[src/assert_macros.svh]
// Assertion macros shared by the RTL; clocked on clk, disabled in reset.
`ifndef ASSERT_MACROS_SVH
`define ASSERT_MACROS_SVH

// Condition holds at every clock edge.
`define ASSERT_ALWAYS(lbl, expr, msg) \
	lbl: assert property (@(posedge clk) disable iff (!arst_n) (expr)) else $error(msg);

// Consequent holds in the cycle after the antecedent.
`define ASSERT_NEXT(lbl, ante, cons, msg) \
	lbl: assert property (@(posedge clk) disable iff (!arst_n) (ante) |=> (cons)) else $error(msg);

`endif

[src/crc16cfr_pkg.sv]
// Package: constants, result type and CRC update for the command frame receiver.
`timescale 1ns / 1ps

package crc16cfr_pkg;

	localparam int MAX_FRAME_BYTES = 255;
	localparam int HDR_TRL_BYTES = 5;
	localparam int BC_W = $clog2(MAX_FRAME_BYTES + 1);

	localparam logic [15:0] CRC_SEED_RESET = 16'hC181;
	localparam logic [15:0] CRC_POLY = 16'hA001;

	localparam int QDEPTH = 4;
	localparam int QPTR_W = $clog2(QDEPTH);
	localparam int QCNT_W = $clog2(QDEPTH + 1);

	localparam int APB_AW = 2;
	localparam logic KIND_PAYLOAD = 1'b0;
	localparam logic KIND_STATUS = 1'b1;

	typedef enum logic [1:0] {
		ST_OK = 2'd0,
		ST_CRC_ERR = 2'd1,
		ST_SHORT = 2'd2,
		ST_LONG = 2'd3
	} status_t;

	typedef struct packed {
		logic kind;
		logic [7:0] payload_byte;
		logic [7:0] payload_index;
		logic [15:0] node_id;
		logic [7:0] frame_command;
		logic [7:0] payload_size;
		logic [1:0] status;
		logic last;
	} res_t;

	// Reflected CRC-16 update over one byte, LSB first.
	function automatic logic [15:0] crc_fold(input logic [15:0] crc, input logic [7:0] b);
		logic [15:0] c;
		c = crc ^ {8'h00, b};
		for (int k = 0; k < 8; k++) begin
			c = c[0] ? ((c >> 1) ^ CRC_POLY) : (c >> 1);
		end
		return c;
	endfunction

endpackage

[src/crc16_command_frame_receiver.sv]
// A byte is registered in s1, then written into the result queue.
// Throughput: one byte per cycle while the queue has room; a closing byte that
// releases a payload byte gives two results, drained one per cycle while res_stall
// is low, from a four-entry queue. The CRC byte update after s1 is combinational.
// Reset clears frame state and the queue and loads crc_seed with 0xC181.
`timescale 1ns / 1ps

`include "assert_macros.svh"

module crc16_command_frame_receiver import crc16cfr_pkg::*; (
	input  logic clk,
	input  logic arst_n,
	input  logic psel,
	input  logic penable,
	input  logic pwrite,
	input  logic [APB_AW-1:0] paddr,
	input  logic [31:0] pwdata,
	output logic [31:0] prdata,
	output logic pready,
	input  logic rx_valid,
	output logic rx_stall,
	input  logic [7:0] rx_byte,
	input  logic frame_end,
	output logic res_valid,
	input  logic res_stall,
	output logic kind,
	output logic [7:0] payload_byte,
	output logic [7:0] payload_index,
	output logic [15:0] node_id,
	output logic [7:0] frame_command,
	output logic [7:0] payload_size,
	output logic [1:0] status,
	output logic last
);

	localparam logic [BC_W-1:0] MAX_BC = BC_W'(MAX_FRAME_BYTES);
	localparam logic [BC_W-1:0] HDR_BC = BC_W'(HDR_TRL_BYTES);
	localparam logic [7:0] OVF_SIZE = 8'(MAX_FRAME_BYTES - HDR_TRL_BYTES);

	// configuration
	logic [15:0] crc_seed_q;
	logic seed_sel;

	assign pready = 1'b1;
	assign seed_sel = (paddr[1] == 1'b0);
	assign prdata = seed_sel ? {16'h0000, crc_seed_q} : 32'h0;

	always_ff @(posedge clk or negedge arst_n) begin
		if (!arst_n) begin
			crc_seed_q <= CRC_SEED_RESET;
		end else if (psel && penable && pwrite && pready && seed_sel) begin
			crc_seed_q <= pwdata[15:0];
		end
	end

	// input register
	logic valid_s1;
	logic [7:0] byte_s1;
	logic end_s1;
	logic fire_s1;
	logic load_s1;

	assign rx_stall = valid_s1 && !fire_s1;
	assign load_s1 = rx_valid && !rx_stall;

	always_ff @(posedge clk or negedge arst_n) begin
		if (!arst_n) begin
			valid_s1 <= 1'b0;
		end else if (load_s1) begin
			valid_s1 <= 1'b1;
		end else if (fire_s1) begin
			valid_s1 <= 1'b0;
		end
	end

	always_ff @(posedge clk) begin
		if (load_s1) begin
			byte_s1 <= rx_byte;
			end_s1 <= frame_end;
		end
	end

	// frame state
	logic [15:0] crc_acc_q;
	logic [BC_W-1:0] byte_count_q;
	logic [7:0] hold_older_q;
	logic [7:0] hold_newer_q;
	logic [15:0] id_q;
	logic [7:0] cmd_q;
	logic overflow_q;

	logic [15:0] crc_nx;
	logic [BC_W-1:0] count_nx;
	logic [7:0] older_nx;
	logic [7:0] newer_nx;
	logic [15:0] id_nx;
	logic [7:0] cmd_nx;
	logic ovf_nx;
	logic in_range;
	logic emit_pay;
	logic [1:0] n_res;
	res_t pay_res;
	res_t stat_res;
	status_t st;
	logic [7:0] size;

	assign in_range = (byte_count_q < MAX_BC);
	assign emit_pay = in_range && (byte_count_q >= HDR_BC);
	assign n_res = {1'b0, emit_pay} + {1'b0, end_s1};

	always_comb begin
		crc_nx = crc_acc_q;
		count_nx = byte_count_q;
		older_nx = hold_older_q;
		newer_nx = hold_newer_q;
		id_nx = id_q;
		cmd_nx = cmd_q;
		ovf_nx = overflow_q;
		if (in_range) begin
			if (byte_count_q == '0) begin
				crc_nx = crc_seed_q;
				id_nx = {8'h00, byte_s1};
			end else if (byte_count_q == BC_W'(1)) begin
				id_nx = {byte_s1, id_q[7:0]};
			end else begin
				if (byte_count_q == BC_W'(2)) begin
					cmd_nx = byte_s1;
				end
				crc_nx = crc_fold(crc_acc_q, hold_older_q);
			end
			older_nx = hold_newer_q;
			newer_nx = byte_s1;
			count_nx = byte_count_q + BC_W'(1);
		end else begin
			ovf_nx = 1'b1;
		end
	end

	always_comb begin
		if (ovf_nx) begin
			st = ST_LONG;
			size = OVF_SIZE;
		end else if (count_nx < HDR_BC) begin
			st = ST_SHORT;
			size = 8'h00;
		end else begin
			st = (crc_nx == {newer_nx, older_nx}) ? ST_OK : ST_CRC_ERR;
			size = 8'(count_nx - HDR_BC);
		end
	end

	always_comb begin
		pay_res = '0;
		pay_res.kind = KIND_PAYLOAD;
		pay_res.payload_byte = hold_older_q;
		pay_res.payload_index = 8'(byte_count_q - HDR_BC);
		pay_res.last = !end_s1;
		stat_res = '0;
		stat_res.kind = KIND_STATUS;
		stat_res.node_id = id_nx;
		stat_res.frame_command = cmd_nx;
		stat_res.payload_size = size;
		stat_res.status = st;
		stat_res.last = 1'b1;
	end

	always_ff @(posedge clk or negedge arst_n) begin
		if (!arst_n) begin
			crc_acc_q <= CRC_SEED_RESET;
			byte_count_q <= '0;
			hold_older_q <= '0;
			hold_newer_q <= '0;
			id_q <= '0;
			cmd_q <= '0;
			overflow_q <= 1'b0;
		end else if (fire_s1) begin
			if (end_s1) begin
				crc_acc_q <= crc_seed_q;
				byte_count_q <= '0;
				hold_older_q <= '0;
				hold_newer_q <= '0;
				id_q <= '0;
				cmd_q <= '0;
				overflow_q <= 1'b0;
			end else begin
				crc_acc_q <= crc_nx;
				byte_count_q <= count_nx;
				hold_older_q <= older_nx;
				hold_newer_q <= newer_nx;
				id_q <= id_nx;
				cmd_q <= cmd_nx;
				overflow_q <= ovf_nx;
			end
		end
	end

	// result queue
	res_t q_q [QDEPTH];
	logic [QPTR_W-1:0] wr_ptr_q;
	logic [QPTR_W-1:0] rd_ptr_q;
	logic [QCNT_W-1:0] count_q;
	logic [QCNT_W-1:0] room;
	logic [QPTR_W-1:0] stat_ptr;
	logic pop;
	logic [QCNT_W-1:0] n_wr;
	res_t head;

	assign room = QCNT_W'(QDEPTH) - count_q;
	assign fire_s1 = valid_s1 && (QCNT_W'(n_res) <= room);
	assign pop = res_valid && !res_stall;
	assign n_wr = fire_s1 ? QCNT_W'(n_res) : '0;
	assign stat_ptr = wr_ptr_q + QPTR_W'(emit_pay);

	always_ff @(posedge clk or negedge arst_n) begin
		if (!arst_n) begin
			wr_ptr_q <= '0;
			rd_ptr_q <= '0;
			count_q <= '0;
		end else begin
			wr_ptr_q <= wr_ptr_q + QPTR_W'(n_wr);
			rd_ptr_q <= rd_ptr_q + QPTR_W'(pop);
			count_q <= count_q + n_wr - QCNT_W'(pop);
		end
	end

	always_ff @(posedge clk) begin
		if (fire_s1 && emit_pay) begin
			q_q[wr_ptr_q] <= pay_res;
		end
		if (fire_s1 && end_s1) begin
			q_q[stat_ptr] <= stat_res;
		end
	end

	assign head = q_q[rd_ptr_q];
	assign res_valid = (count_q != '0);
	assign kind = head.kind;
	assign payload_byte = head.payload_byte;
	assign payload_index = head.payload_index;
	assign node_id = head.node_id;
	assign frame_command = head.frame_command;
	assign payload_size = head.payload_size;
	assign status = head.status;
	assign last = head.last;

	`ASSERT_ALWAYS(a_q_bound, count_q <= QCNT_W'(QDEPTH), "result queue over capacity")
	`ASSERT_ALWAYS(a_bc_bound, byte_count_q <= MAX_BC, "byte count beyond frame limit")
	`ASSERT_NEXT(a_end_clear, fire_s1 && end_s1, byte_count_q == '0 && !overflow_q, "frame state not cleared after closing item")
	`ASSERT_NEXT(a_s1_hold, valid_s1 && !fire_s1, valid_s1 && $stable(byte_s1) && $stable(end_s1), "blocked item in s1 lost")

endmodule
[config.mk]
export PLATFORM = sky130hd
export DESIGN_NAME = crc16_command_frame_receiver
export DESIGN_NICKNAME = d
export VERILOG_FILES = /design/src/crc16cfr_pkg.sv /design/src/crc16_command_frame_receiver.sv
export VERILOG_INCLUDE_DIRS = /design/src /design/src/src
export SDC_FILE = /design/constraint.sdc
export NUM_CORES = 1
export LEC_CHECK = 0
export BUFFER_PORTS_ARGS = -buffer_cell sky130_fd_sc_hd__buf_2
export CORE_UTILIZATION = 64
export DETAILED_ROUTE_END_ITERATION = 8
export MAX_ROUTING_LAYER = met4
export PLACE_DENSITY = 0.85
export SETUP_SLACK_MARGIN = 0.02
export SLEW_MARGIN = 20
export SYNTH_ARGS = -nofsm -noshare
export SYNTH_HDL_FRONTEND = slang
export SYNTH_SLANG_ARGS = --single-unit
[constraint.sdc]
create_clock -name clk -period 8.65 [get_ports clk]
set_input_delay 1.2975 -clock clk [delete_from_list [all_inputs] [get_ports clk]]
set_output_delay 1.2975 -clock clk [all_outputs]
set_load 0.02 [all_outputs]
==> flow_summary.json, run 1 <==
{
  "path_clk_slew_ns": 0.06,
  "cts_root_buf": "clkbuf_16",
  "die_h_um": 154,
  "slew_viol_final": 0,
  "r2r_start": "byte_count_q[0]",
  "cts.sinks": 306,
  "critPathKind": "flop to flop",
  "synth_xor_area_frac": 0.0329,
  "power_density_mw_per_mm2": 410,
  "vias_per_cell": 6.35,
  "post-route-period-util": 0.608,
  "fin_skew_ns": 0.0121,
  "synth_cells": 1353,
  "coreArea_mm2": 0.0226,
  "cts_buffer_depth": 3,
  "hold_start": "q_q[0][51]",
  "finalSetupTns_ns": 0,
  "async_flop_share": 0.291,
  "die-area_mm2": 0.0236,
  "synthTopCellsByCount": "nor2_1, nand2_1, edfxtp_1, a21oi_1, dfrtp_1",
  "outcome": "completed",
  "p_total_w": 0.00674,
  "cts_tree": "yes",
  "cpLargestDelayFamily": "simple AND/OR/NAND/NOR gates",
  "max_cap_violations": 0,
  "gp_congestion": 0.948,
  "cp_max_fo": 34,
  "yosys_warnings": 0,
  "synth_compound_area_frac": 0.103,
  "synth.most_common_cell": "nor2_1",
  "slew_headroom": 0.401,
  "postRouteAntennaNets": 0,
  "start_kind": "flop",
  "grt_max_degree": 54,
  "cp-end-kind": "flop",
  "grt_usage": 0.322,
  "dpl_cell_area_mm2": 0.0153,
  "max_freq_mhz": 190,
  "rows": 55,
  "hold_class": "flop to flop",
  "htreeDepth": 2,
  "start_util": 0.652,
  "numPortBuffers": 102,
  "r2r_slack_ns": 3.39,
  "critical_path_required_ns": 8.80,
  "grt_overflow": 0,
  "synth_top_family_by_area": "simple AND/OR/NAND/NOR gates",
  "ys_types": 72,
  "synth_top_area_share": 0.296,
  "synth_top_area_cell": "edfxtp_1",
  "drive_gt1_frac": 0.195,
  "antenna_cells": 0,
  "synth_fa_ha_area_frac": 0.0158,
  "wire_per_inst_um": 20.7,
  "path_cells": "ha_1, nand3_1, nor2_2, buf_4, a31oi_1, ha_1, ha_1, nor2b_1, o211ai_1, and2_1, buf_4, nand2_1, or3_1, nand2_1, buf_4",
  "fp.dieW_um": 154,
  "yosysSeqAreaShare": 0.546,
  "rsz0062_at_grt": "false",
  "synthMuxAreaShare": 0.114,
  "max-vdd-ir-drop_v": 0.000301,
  "synth_enable_flop_cells": 145,
  "p_leak_nw": 6.32,
  "hold_viol": 0,
  "cts_resized": 0,
  "ys.flop_type": "edfxtp_1",
  "max_slew.worst_pin.slew_ns": 0.899,
  "antenna_found_initial": 0,
  "cp_slowest_cell": "dfrtp_1",
  "final-setup-viol-count": 0,
  "syn2layout_area_growth_pct": 11.7,
  "post_cts_buffers": 0,
  "dr_total_vias": 11000,
  "pin_count": 137,
  "grt_pass1_vias": 10700,
  "synthTopCellsByArea": "edfxtp_1, dfrtp_1, dfxtp_1",
  "crit_path_start": "byte_count_q[0]",
  "drt_pass1_iterations": 6,
  "grt_pass1_wl_um": 57500,
  "drt-total-wl_um": 35800,
  "synth_area_mm2": 0.0147,
  "final_cell_area_mm2": 0.0164,
  "cpPeakStageDelay_ns": 0.63,
  "post-route-min-period_ns": 5.26,
  "instances_no_fill": 1730,
  "yosys.area_share.simple": 0.145,
  "post-dp-hpwl_um": 22400,
  "synth_area_per_cell_um2": 10.9,
  "drtIter0Drc": 1185,
  "cp_num_buf_inv": 3,
  "critical_path_arrival_ns": 5.41,
  "insertion_delay_ns": 0.51,
  "nets": 1488,
  "placed_cells": 1669,
  "numCtsBuffers": 34,
  "utilization": 0.729,
  "ys_ff_latch": 306,
  "drc": 0,
  "ctsHoldBuffers": 0
}
==> logic make-up after synthesis <==
| kind of cell | Yosys count |
|---|---|
| other cells | 2 |
| simple gates | 496 |
| flops | 306 |
| xor+xnor | 51 |
| mux | 101 |
| buf+inv | 133 |
| fa+ha+maj | 18 |
| compound gates | 246 |
==> routing by layer <==
| metal | GRT usage | part of all wire | routed length (um) |
|---|---|---|---|
| met1 | 0.424 | 0.39 | 14000 |
| met2 | 0.521 | 0.49 | 17700 |
| met3 | 0.0476 | 0.087 | 3120 |
| met4 | 0.102 | 0.027 | 952 |
| met5 | - | 0 | 0 |
==> registers in the layout, summed over array words and instances, names as in the netlist, 2 cells and up <==
signal / flops
q_q: 208
hold_older_q: 8
id_q: 16
hold_newer_q: 8
crc_acc_q: 16
byte_count_q: 8
crc_seed_q: 16
wr_ptr_q: 2
cmd_q: 8
rd_ptr_q: 2
count_q: 3
byte_s1: 8
==> final cells by class <==
type / count / area, um2
clock inverters: 11 / 133
clock buffers: 50 / 972
inverters: 22 / 82.6
flip-flops and latches: 306 / 8040
well taps: 285 / 357
multi-input cells: 929 / 6160
repair buffers: 127 / 701
fillers: 1494 / 6120
==> report_power, final <==
group          total [W]  switching, W  internal, W
logic            0.00297       0.00183      0.00114
registers        0.00233      0.000344      0.00199
clock network    0.00143      0.000563     0.000869
==> layout by cell type (no fill, tap or decap), types with 20 or more instances in the layout <==
| master | n |
|---|---|
| inv_1 | 22 |
| mux2i_1 | 31 |
| mux4_2 | 52 |
| buf_2 | 101 |
| xor2_1 | 20 |
| a211oi_1 | 25 |
| xnor2_1 | 28 |
| nor2_1 | 203 |
| dfxtp_1 | 72 |
| clkbuf_16 | 35 |
| o21ai_0 | 52 |
| nand2_1 | 202 |
| dfrtp_1 | 77 |
| buf_4 | 26 |
| a21oi_1 | 80 |
| edfxtp_1 | 145 |
==> worst register-to-register path, cell delays in order (launching register included) <==
cell and delay (ns):
dfrtp_1 0.63, ha_1 0.37, nand3_1 0.26, nor2_2 0.19, buf_4 0.35, a31oi_1 0.20, ha_1 0.27, ha_1 0.28
nor2b_1 0.13, o211ai_1 0.25, and2_1 0.17, buf_4 0.31, nand2_1 0.17, or3_1 0.63, nand2_1 0.18, buf_4 0.48
==> path summary, 6_finish.rpt <==
path	to	depth (start not counted)
worst max-delay path	q_q[0][34]	15
min in group asynchronous	id_q[3]	1
worst min-delay path	q_q[0][51]	2
worst min register to register	q_q[0][51]	2
max in group asynchronous	rd_ptr_q[0]	2
worst max register to register	q_q[0][34]	15
==> per-stage QoR <==
| step | worst slack [ns] | hold WS [ns] |
|---|---|---|
| floorplan | 4.10 | 0.418 |
| global placement | 3.52 | 0.427 |
| detailed placement | 3.49 | 0.435 |
| CTS | 3.49 | 0.445 |
| global route | 3.14 | 0.469 |
| finish | 3.39 | 0.445 |
Power figures use the tool's default switching activity.
==> run 2, diff against run 1 <==
ABC_AREA = 1   (was default)
CORE_UTILIZATION = 54   (was 64)
PLACE_DENSITY = 0.77   (was 0.85)
clock period = 4.6 ns   (was 8.65 ns; I/O delays follow)
==> flow_summary.json, run 2 <==
{
  "synth_enable_flop_cells": 145,
  "cts_root_buf": "clkbuf_16",
  "cp_slowest_cell": "dfrtp_1",
  "postRouteAntennaNets": 0,
  "layout_commonest_cell": "nor2_1",
  "nets": 1827,
  "vias_per_cell": 5.80,
  "post-dp-hpwl_um": 23600,
  "holdWs_ns": 0.197,
  "synth_area_mm2": 0.0147,
  "max_freq_mhz": 243,
  "hold_viol": 0,
  "combPwrFrac": 0.481,
  "finalSetupTns_ns": 0,
  "post_cts_buffers": 0,
  "max_cap_violations": 0,
  "instances_no_fill": 2119,
  "fp.dieW_um": 167,
  "rsz0062_at_grt": "false",
  "p_switching_w": 0.00585,
  "critical_path_arrival_ns": 4.56,
  "largest_register_ffs": 208,
  "final-setup-viol-count": 0,
  "regMostFlops": "q_q",
  "outcome": "completed",
  "ys_ff_latch": 306,
  "antenna_cells": 0,
  "critical_path_required_ns": 5.04,
  "grt_pass1_vias": 11700,
  "cts_tree": "yes",
  "max_slew.worst_pin.slew_ns": 0.798,
  "grt_overflow": 0,
  "grt_max_degree": 69,
  "critPathKind": "flop to flop",
  "ys_types": 48,
  "synth_top_area_cell": "edfxtp_1",
  "post-route-period-util": 0.896,
  "grt_pass1_wl_um": 61900,
  "utilization": 0.624,
  "hold_class": "primary input to asynchronous set/reset pin",
  "die_h_um": 167,
  "drive_gt1_frac": 0.136,
  "reg2reg_depth": 18,
  "placed_cells": 2060,
  "grt_usage": 0.288,
  "drtIter0Drc": 1237,
  "wire_per_inst_um": 18.0,
  "drt-total-wl_um": 38100,
  "p_int_w": 0.00698,
  "die-area_mm2": 0.0278,
  "fin_skew_ns": 0.0199,
  "async_flop_share": 0.291,
  "p_leak_nw": 7.00,
  "synth_cells": 1691,
  "cts_resized": 0,
  "slew_headroom": 0.462,
  "yosys_warnings": 0,
  "r2r_slack_ns": 0.48,
  "pin_count": 137,
  "numPortBuffers": 102,
  "start_util": 0.556,
  "cpPeakStageDelay_ns": 0.54,
  "dr_total_vias": 12300,
  "r2r_start": "byte_count_q[0]",
  "post-route-min-period_ns": 4.12,
  "power_density_mw_per_mm2": 780,
  "gp_congestion": 0.977,
  "path_clk_slew_ns": 0.06,
  "antenna_found_initial": 0,
  "syn2layout_area_growth_pct": 12.2,
  "ys.flop_type": "edfxtp_1",
  "numCtsBuffers": 31,
  "slew_viol_final": 0,
  "p_sw_frac": 0.456,
  "drc": 0,
  "ctsHoldBuffers": 0,
  "synth_area_per_cell_um2": 8.67,
  "cp-end-kind": "flop",
  "yosysSeqAreaShare": 0.548,
  "synth_top_area_share": 0.297,
  "reg2reg_to": "count_q[2]",
  "cts.sinks": 306,
  "synth.most_common_cell": "nor2_1",
  "insertion_delay_ns": 0.58,
  "cp_max_fo": 10,
  "mostFrequentLayoutCells": "nor2_1, nand2_1, o21ai_0",
  "crit_path_frequent_cell": "ha_1",
  "synthTopCellsByArea": "edfxtp_1, dfrtp_1, dfxtp_1",
  "cts_buffer_depth": 3,
  "coreArea_mm2": 0.0264,
  "start_kind": "flop",
  "synthTopCellsByCount": "nor2_1, nand2_1, o21ai_0, edfxtp_1, inv_1",
  "rows": 59,
  "path_cells": "inv_2, ha_1, o21ai_1, a21oi_1, a21oi_2, ha_1, ha_1, inv_1, nor2_1, o211ai_2, nand2_1, nor2_1, inv_1, ha_1, inv_1, ha_1, fa_1, xnor2_1",
  "max-vdd-ir-drop_v": 0.000516,
  "clockPowerShare": 0.194,
  "p_seq_frac": 0.325,
  "htreeDepth": 1,
  "drt_pass1_iterations": 5
}
run 2: changes by cell type in the layout (fill, tap and decap cells not counted), moves of 20 or more:
cell,change
a211oi_1,-25
a21oi_1,+30
inv_1,+106
mux2i_1,-31
mux4_2,-52
nand2_1,+29
nand3_1,+38
nor2_1,+99
o21ai_0,+155
o22ai_1,+80
xnor2_1,-20
run 2: through the flow:
stage	cell area, um2	setup slack [ns]	total power, W
floorplan	14700	0.328	0.00835
global placement	15400	0.480	0.0101
detailed placement	15400	0.382	0.0103
CTS	16400	0.357	0.0128
global route	16500	0.176	0.0137
finish	16500	0.480	0.0128
run 2: worst max path at each step:
stage / start / end / slack [ns] / depth (start not counted)
floorplan: byte_count_q[0] / q_q[0][10] / 0.33 / 18
global placement: byte_count_q[0] / count_q[2] / 0.48 / 18
detailed placement: byte_count_q[0] / count_q[2] / 0.38 / 18
CTS: byte_count_q[0] / count_q[2] / 0.36 / 18
global route: byte_count_q[0] / q_q[0][3] / 0.18 / 18
finish: byte_count_q[0] / count_q[2] / 0.48 / 18
run 2: routing by layer:
layer  vias up  GRT usage  wire (um)
li1       5818          -          -
met4         0      0.118       1330
met5         -          -          0
met1      5790      0.378      16100
met2       578      0.455      17800
met3        99     0.0383       2990
run 2: power groups by stage:
| stage | Sequential [W] | Combinational [W] | Clock (W) |
|---|---|---|---|
| 3_3_place_gp | 0.00418 | 0.00591 | 0 |
| 5_1_grt | 0.00425 | 0.00683 | 0.00262 |
| 4_1_cts | 0.00416 | 0.00613 | 0.00250 |
| 2_1_floorplan | 0.00401 | 0.00434 | 0 |
| 3_5_place_dp | 0.00421 | 0.00608 | 0 |
| 6_report | 0.00417 | 0.00617 | 0.00249 |
run 2: kinds of logic (layout without fill, tap and decap cells):
group	Yosys count	after routing	share of synthesized area
xor+xnor	27	27	0.0161
flops	306	306	0.548
simple gates	623	623	0.173
buf+inv	263	341	0.0761
other cells	2	17	0.000512
fa+ha+maj	18	18	0.0159
compound gates	452	452	0.170
run 2: layout make-up:
type | count | area, um2
clock buffers | 46 | 876
clock inverters | 12 | 130
fillers | 2170 | 9900
inverters | 146 | 554
multi-input cells | 1137 | 5580
flip-flops and latches | 306 | 8040
well taps | 335 | 419
repair buffers | 137 | 855
run 2: worst max-delay path: cells and delay by family (launching register included):
family / cells / cell delay [ns]
simple gates: 3 / 0.59
fa+ha+maj: 6 / 1.57
buf+inv: 4 / 0.33
compound gates: 4 / 0.85
xor+xnor: 1 / 0.13
flops: 1 / 0.54
